`src/hw/rtl/wdsc_pkg.sv`:
```
// Shared types and constants for the windowed distinct subarray counter
package wdsc_pkg;
    localparam int unsigned ValueW = 32;
    localparam int unsigned CountW = 24;
    localparam int unsigned KW     = 5;
    localparam logic [CountW-1:0] CountMax = '1;

    typedef struct packed {
        logic clear;   // clear run state
        logic write;   // store value, bump right index
        logic add;     // add value to table
        logic remove;  // remove value at left index
        logic rd_left; // start read of left entry
        logic accum;   // add window length to total
        logic ovf;     // set sticky overflow
    } wdsc_cmd_t;

    typedef struct packed {
        logic full;     // right index reached the store depth
        logic too_many; // distinct count above k and window not empty
    } wdsc_sts_t;
endpackage

```
`src/hw/rtl/wdsc_ctrl.sv`:
```
// Controller: sequences insert, shrink and accumulate for each beat, or flags overflow when the store is full
module wdsc_ctrl (
    input  logic                aclk,
    input  logic                aresetn,
    input  logic                in_fire,
    input  logic                in_last,
    input  logic                out_free,
    input  wdsc_pkg::wdsc_sts_t sts,
    output wdsc_pkg::wdsc_cmd_t cmd,
    output logic                busy,
    output logic                emit,
    output logic                emit_last
);
    import wdsc_pkg::*;

    typedef enum logic [2:0] {IDLE, INS, CHECK, READ, REMOVE, ACC, EMIT} state_t;
    state_t state_reg, state_next;
    logic   last_reg, last_next;

    always_comb begin
        state_next = state_reg;
        last_next  = last_reg;
        cmd        = '0;
        emit       = 1'b0;
        unique case (state_reg)
            IDLE: begin
                if (in_fire) begin
                    last_next = in_last;
                    if (sts.full) begin
                        cmd.ovf    = 1'b1;
                        state_next = EMIT;
                    end else begin
                        cmd.write  = 1'b1;
                        cmd.add    = 1'b1;
                        state_next = CHECK;
                    end
                end
            end
            INS:   state_next = CHECK;
            CHECK: state_next = sts.too_many ? READ : ACC;
            READ: begin
                cmd.rd_left = 1'b1;
                state_next  = REMOVE;
            end
            REMOVE: begin
                cmd.remove = 1'b1;
                state_next = CHECK;
            end
            ACC: begin
                cmd.accum  = 1'b1;
                state_next = EMIT;
            end
            EMIT: begin
                if (out_free) begin
                    emit       = 1'b1;
                    cmd.clear  = last_reg;
                    state_next = IDLE;
                end
            end
            default: state_next = IDLE;
        endcase
    end

    always_ff @(posedge aclk) begin
        if (!aresetn) begin
            state_reg <= IDLE;
            last_reg  <= 1'b0;
        end else begin
            state_reg <= state_next;
            last_reg  <= last_next;
        end
    end

    assign busy      = (state_reg != IDLE);
    assign emit_last = last_reg;
endmodule

```
`config.mk`:
```
export PLATFORM = sky130hd
export DESIGN_NAME = wdsc_ctrl
export DESIGN_NICKNAME = d
export VERILOG_FILES = /design/src/hw/rtl/wdsc_pkg.sv /design/src/hw/rtl/wdsc_ctrl.sv
export SDC_FILE = /design/constraint.sdc
export NUM_CORES = 1
export LEC_CHECK = 0
export BUFFER_PORTS_ARGS = -buffer_cell sky130_fd_sc_hd__buf_2
export CAP_MARGIN = 10
export CORE_AREA = 4 4 41 43
export CTS_CLUSTER_DIAMETER = 50
export DETAILED_ROUTE_END_ITERATION = 6
export DIE_AREA = 0 0 45 47
export GPL_TIMING_DRIVEN = 0
export SLEW_MARGIN = 5
export SYNTH_ARGS = -nofsm -noshare
export SYNTH_HDL_FRONTEND = slang
export SYNTH_SLANG_ARGS = --single-unit
```
`constraint.sdc`:
```
create_clock -name aclk -period 1.96 [get_ports aclk]
set_input_delay 0.196 -clock aclk [delete_from_list [all_inputs] [get_ports aclk]]
set_output_delay 0.196 -clock aclk [all_outputs]
set_load 0.02 [all_outputs]
```
; ---- After elaboration in Yosys (flattened, before gate mapping)
; Index checks and enable logic that the tools add are counted.
[word_totals]
ff_bits = 4
input_bits = 7
output_inout_bits = 10
[classes]
eq_ne = 8
n_mux = 18
reduce_logical = 5
[op_table]
columns = operator, n
row1 = 3-bit case mux with 6 select lines, 1
row2 = 3-bit two-way mux, 4
row3 = 1-bit two-way mux, 10
row4 = "3-bit == test, second input constant", 3
row5 = "3-bit by 2-bit == test with 1-bit output, second input constant", 2
row6 = 2-bit two-way mux, 3
row7 = "2-bit != test, second input constant", 2
row8 = 2-bit AND reduction, 2
row9 = "3-bit by 1-bit == test with 1-bit output, second input constant", 1
row10 = 3-bit zero test, 1
row11 = 3-bit nonzero test, 1
row12 = 2-bit OR reduction, 1

; ---- Longest topological paths before layout
; Gate-level depths: netlist (run 1).
[depth]
depth_word = 3
depth_mapped = 4

; ---- Worst setup path before layout (run 1)
; OpenSTA, ideal clock, no wires.
[synth_path]
path_kind = flip-flop to output port
from = reg state_reg[0]
to = out cmd[5] (netlist bit)
arrival_time_ns = 1.325
setup_slack_ns = 0.439
path_stages_with_launch = 5
cell_sequence = dfxtp_1 buf_6 nor4b_4 nor2b_1 buf_4
[synth_rtl]
columns = element, line
row1 = from (decl), wdsc_ctrl.sv:17  ; state_t state_reg, state_next;
row2 = from (signal assigned), wdsc_ctrl.sv:69  ; state_reg <= state_next;
row3 = to (decl), wdsc_ctrl.sv:9  ; output wdsc_pkg::wdsc_cmd_t cmd,

==> results of run 1 <==
## Yosys cell counts
cell type	n	area, µm²
nand3_1	2	10.0
or3_1	1	6.26
o21ai_1	1	5.00
and2_1	2	12.5
and3_1	1	6.26
inv_1	2	7.51
nor3b_2	1	12.5
buf_4	1	7.51
nand2_1	2	7.51
nor3_1	4	20.0
inv_2	1	3.75
o31ai_1	1	7.51
dfxtp_1	4	80.1
a21oi_1	2	10.0
nor2b_1	2	12.5
o21ai_0	2	10.0
buf_6	2	22.5
nor2b_4	1	13.8
a311oi_1	2	17.5
nor4b_4	1	23.8
## through the flow
step	total power, µW	hold slack [ps]	utilization (%)	cell area (µm²)
after floorplan	216	308	-	297
after global placement	256	420	30.4	395
after detailed placement	259	419	30.4	395
after CTS	366	171	32.1	418
after global routing	384	181	32.1	418
final	358	178	32.1	418
## power breakdown
group	switching [µW]	internal, µW
logic	84.8	64.6
clock network	33.2	68.5
registers	13.0	93.8
## path summary, 6_finish.rpt
| check | start | endpoint | cells past startpoint |
|---|---|---|---|
| worst min-delay path | in_last | emit_last | 3 |
| worst max-delay path | state_reg[2] | cmd[5] | 4 |
| worst min register to register | emit_last | emit_last | 2 |
| worst max register to register | state_reg[0] | state_reg[1] | 4 |
## logic make-up (layout without fill, tap and decap cells)
kind of cell	after synthesis	count (layout)	share of synthesized area (%)
compound gates	8	8	16.9
simple gates	17	17	42.2
buf+inv	6	25	13.9
flops	4	4	27.0
## per-layer routing
layer  track usage, %  part of all wire (%)  vias up
li1                 -                     -      163
met1             12.7                    48      137
met2             10.5                    40       14
met3             2.30                   8.2        4
met4             10.5                   4.1        0
met5                0                     0        -
## area by class of cell
class	instances	area share, %
well taps	15	4.49
plain buffers	3	7.19
inverters	3	2.69
flip-flops and latches	4	19.2
repair buffers	16	19.2
clock buffers	3	5.39
multi-input cells	25	41.9
## critical path: stages, from the launching register on
cell and delay [ps]:
dfxtp_1 390, nor4b_4 370, nor2b_1 200, buf_4 120, buf_2 150
==> reports/results.ini, run 1 <==
[synth]
ys_ff_latch=4
synth.avg_cell_area_um2=8.47
syn_nets=42
ys_types=20
yosysWarnings=0
netlist_area_um2=297
synth_cells=35
seq_area_frac_synth_pct=27.0

[drt]
postRouteAntennaNets=0
drc=0
first_pass_iters=4
vias_per_cell=4.61
dr.first_iter.drc_count=1
vias=318
routed_wl_um=765
detail_route.wl_per_cell_um=11.1

[layout]
final_cell_count_no_fill=69
n_antenna_cell=0
nets=63
final_cell_mix=buf_2 (16), nor3_1 (4), dfxtp_1 (4)
final_common_cell=buf_2
n_fill_cell=153
synthToLayoutAreaGrowth_pct=40.9
largest_reg_flops=3
multiInputGateArea_um2=175
drive_above_1_share_pct=48.1
regArea_um2=80.1

[clock_network]
cts_buffers=3
cts_tree=done
cts_setup_buffers=0
cts_max_path_buffers=2
clk_latency_ps=230
cts_resized=0
clkTransAtPathRegs_ps=40
cts-root-buf=clkbuf_4
cts-htree-levels=1
cts.sinks=4
cts_hold_buf=0

[sta]
slew_headroom_pct=79.0
fin_ws_ps=311
fin_skew_ps=2.24
slew_violations=0
rsz0062_at_grt=false
worst_pin_slew_ps=314
fin_crit_ps=1650
fmax_ghz=0.607
finalCritPeriodShare_pct=84.1
setup_violations=0
hold_viol=0
finalSetupTns_ps=0

[power]
peakVddDrop_mv=0.194
power.leakage_uw=0.000207
power_density_nw_per_um2=856

[setup_path]
critPathArrivalTime_ps=1450
rrSetupSlack_ps=880
path_max_fanout=7
critPathKind=reg -> out
endpoint_kind=output port
cp.required_ps=1760
crit_path_start_kind=register

[place]
placed_cells=66
io_buffers=16
hpwl_um=590
place_ws_ps=546
gp_congestion=0.739

[floorplan]
die_x_um=45
core_area_um2=1300
fp.dieH_um=47
design.die.area_um2=2120
initial_core_util_pct=22.8
io_pins=17
row_count=13

[global_route]
grt_pass1_wl_um=1320
track_usage_pct=9.23
grt_pass1_vias=302
grt-ovfl-total=0
grt_max_degree=11
antenna_found_initial=0

[job]
maxCapViolations=0

[outcome]
status=completed

[hold_path]
hold_class=in -> reg

No activity file was read; power rests on OpenSTA's default activity.
==> run 2, diff against run 1 <==
ABC_AREA = 1   (was unset)
clock period = 1.65 ns   (was 1.96 ns; I/O delays follow)
==> reports/results.ini, run 2 <==
[layout]
design_area_um2=403  ; -3.6%
final_cell_mix=buf_2 (16), inv_1 (9), nand2_1 (8)
regArea_um2=80.1  ; unchanged
multiInputGateArea_um2=156  ; -11%
drive_above_1_share_pct=42.9  ; -5.3 points
largest_reg_flops=3  ; unchanged
synthToLayoutAreaGrowth_pct=45.7
nets=72  ; +14%
n_fill_cell=151  ; -1.3%
n_antenna_cell=0  ; unchanged
final_common_cell=buf_2

[setup_path]
critPathArrivalTime_ps=1290  ; -160 ps
reg2reg_depth=7  ; +3
path_max_fanout=6  ; -1
critPathKind=reg -> out
crit_path_start=state_reg[2]
rr_startpoint=state_reg[2]
endpoint_kind=output port
reg2reg_to=state_reg[2]
rrSetupSlack_ps=600  ; -280 ps
cp.required_ps=1480  ; -280 ps
crit_path_start_kind=register

[drt]
drc=0  ; unchanged
vias_per_cell=4.13  ; -10%
postRouteAntennaNets=0  ; unchanged
detail_route.wl_per_cell_um=8.17  ; -26%
routed_wl_um=637  ; -17%
vias=322  ; +1.3%
first_pass_iters=2  ; -2
dr.first_iter.drc_count=5  ; +4

[sta]
rsz0062_at_grt=false
hold_viol=0  ; unchanged
finalCritPeriodShare_pct=88.0
fin_skew_ps=1.43  ; -0.808 ps
fmax_ghz=0.689
slew_violations=0  ; unchanged
worst_pin_slew_ps=259  ; -54.9 ps
slew_headroom_pct=82.7  ; +3.7 points
setup_violations=0  ; unchanged
holdWs_ps=191  ; +13.3 ps
finalSetupTns_ps=0  ; unchanged
fin_crit_ps=1450

[hold_path]
holdPathStages=3  ; unchanged
worstHoldEndpoint=emit_last
hold_class=in -> reg
holdCritStartpoint=aresetn

[global_route]
grt_max_degree=7  ; -4
grt_pass1_vias=313  ; +3.6%
antenna_found_initial=0  ; unchanged
grt_pass1_wl_um=1140  ; -14%
grt-ovfl-total=0  ; unchanged
track_usage_pct=7.82  ; -1.4 points

[synth]
ys_ff_latch=4  ; unchanged
synthFlopType=dfxtp_1
netlist_area_um2=277  ; -6.8%
synth_top_area_share_pct=29.0  ; +2.0 points
synthTopCellsByArea=dfxtp_1 (29%), inv_1 (12%), nand2_1 (11%), nand3_1 (7.2%), nand3b_1 (5.4%)
synth-edff-count=0  ; unchanged
synth_most_common_cell=inv_1
synth_common_cells=inv_1 (9), nand2_1 (8), dfxtp_1 (4), nand3_1 (4), nor2_1 (3)
async_flop_share_pct=0  ; unchanged
ys_types=16  ; -20%
synth_top_cell_by_area=dfxtp_1
synth_cells=44  ; +26%
synth.avg_cell_area_um2=6.28  ; -26%
syn_nets=51  ; +21%
seq_area_frac_synth_pct=29.0  ; +2.0 points
yosysWarnings=0  ; unchanged

[place]
io_buffers=16  ; unchanged
placed_area_um2=375  ; -5.1%
hpwl_um=558  ; -5.4%
gp_congestion=0.681  ; -7.8%

[clock_network]
clkTransAtPathRegs_ps=40  ; about the same
cts.sinks=4  ; unchanged
clk_latency_ps=230  ; about the same
cts_buffers=3  ; unchanged
cts_tree=done
cts-root-buf=clkbuf_4
cts-htree-levels=1  ; unchanged
cts_max_path_buffers=2  ; unchanged

[power]
peakVddDrop_mv=0.336  ; +73%
power_density_nw_per_um2=979  ; +14%
power.leakage_uw=0.000242  ; +17%

[outcome]
status=completed

[floorplan]
initial_core_util_pct=21.2  ; -1.5 points
design.die.area_um2=2120  ; unchanged
row_count=13  ; unchanged
die_x_um=45  ; unchanged
core_area_um2=1300  ; unchanged
io_pins=17  ; unchanged
fp.dieH_um=47  ; unchanged

[job]
maxCapViolations=0  ; unchanged

## run 2: changes by cell type after synthesis, sizes merged, moves of 2 or more
cell	change
a311oi	-2
and2	-2
buf	-2
inv	+7
nand2	+8
nand3	+3
nand3b	+2
nor2	+5
nor2b	-3
nor3	-2
o21ai	-2
## run 2: final cells by class
class / count / share of cell area [%]
multi-input combinational: 29 / 38.8
sequential: 4 / 19.9
timing repair buffer: 16 / 19.9
inverter: 10 / 9.32
clock buffer: 3 / 5.59
tap: 15 / 4.66
buffer: 1 / 1.86
## run 2: worst max path at each step
stage | to | slack (ps) | cells past startpoint
after floorplan | cmd[5] | 300 | 4
after global placement | cmd[5] | 400 | 5
after detailed placement | cmd[5] | 360 | 5
after CTS | cmd[5] | 120 | 5
after global routing | cmd[5] | 60 | 5
final | cmd[5] | 200 | 5
## run 2: what timing repair did
action                                  CTS  global route
hold buffers                              0             0
endpoints found under the setup margin    0             1
resized for setup                         0             1
setup buffers                             0             0
## run 2: kinds of logic after synthesis
logic type | after synthesis | share of synthesized area [%]
buffers and inverters | 11 | 16.3
AND/OR/NAND/NOR | 25 | 46.2
AO/OA/AOI/OAI | 4 | 8.60
flip-flops | 4 | 29.0
## run 2: routing by layer
metal	part of all wire [%]	GRT usage (%)	vias up
met4	0	7.02	0
met2	51	12.1	9
met5	0	0	-
met1	44	7.95	136
li1	-	-	177
met3	5.2	3.45	0
## run 2: metrics by stage
stage	total power (µW)	cells	util, %	setup WS, ps
after floorplan	232	44	-	297
after global placement	273	75	28.8	395
after detailed placement	277	75	28.8	364
after CTS	397	78	30.6	117
after global routing	427	78	31.0	63.5
final	394	78	31.0	198
## run 2: where the power goes
part / switching [µW] / internal [µW]
registers: 18.7 / 111
clock network: 36.6 / 81.1
logic: 91.9 / 55.0
## run 2: critical path, cell delays in order (launching register included)
cell	delay, ps
dfxtp_1	350
nor2_4	180
nand3_1	130
nor2_1	130
buf_4	110
buf_2	150
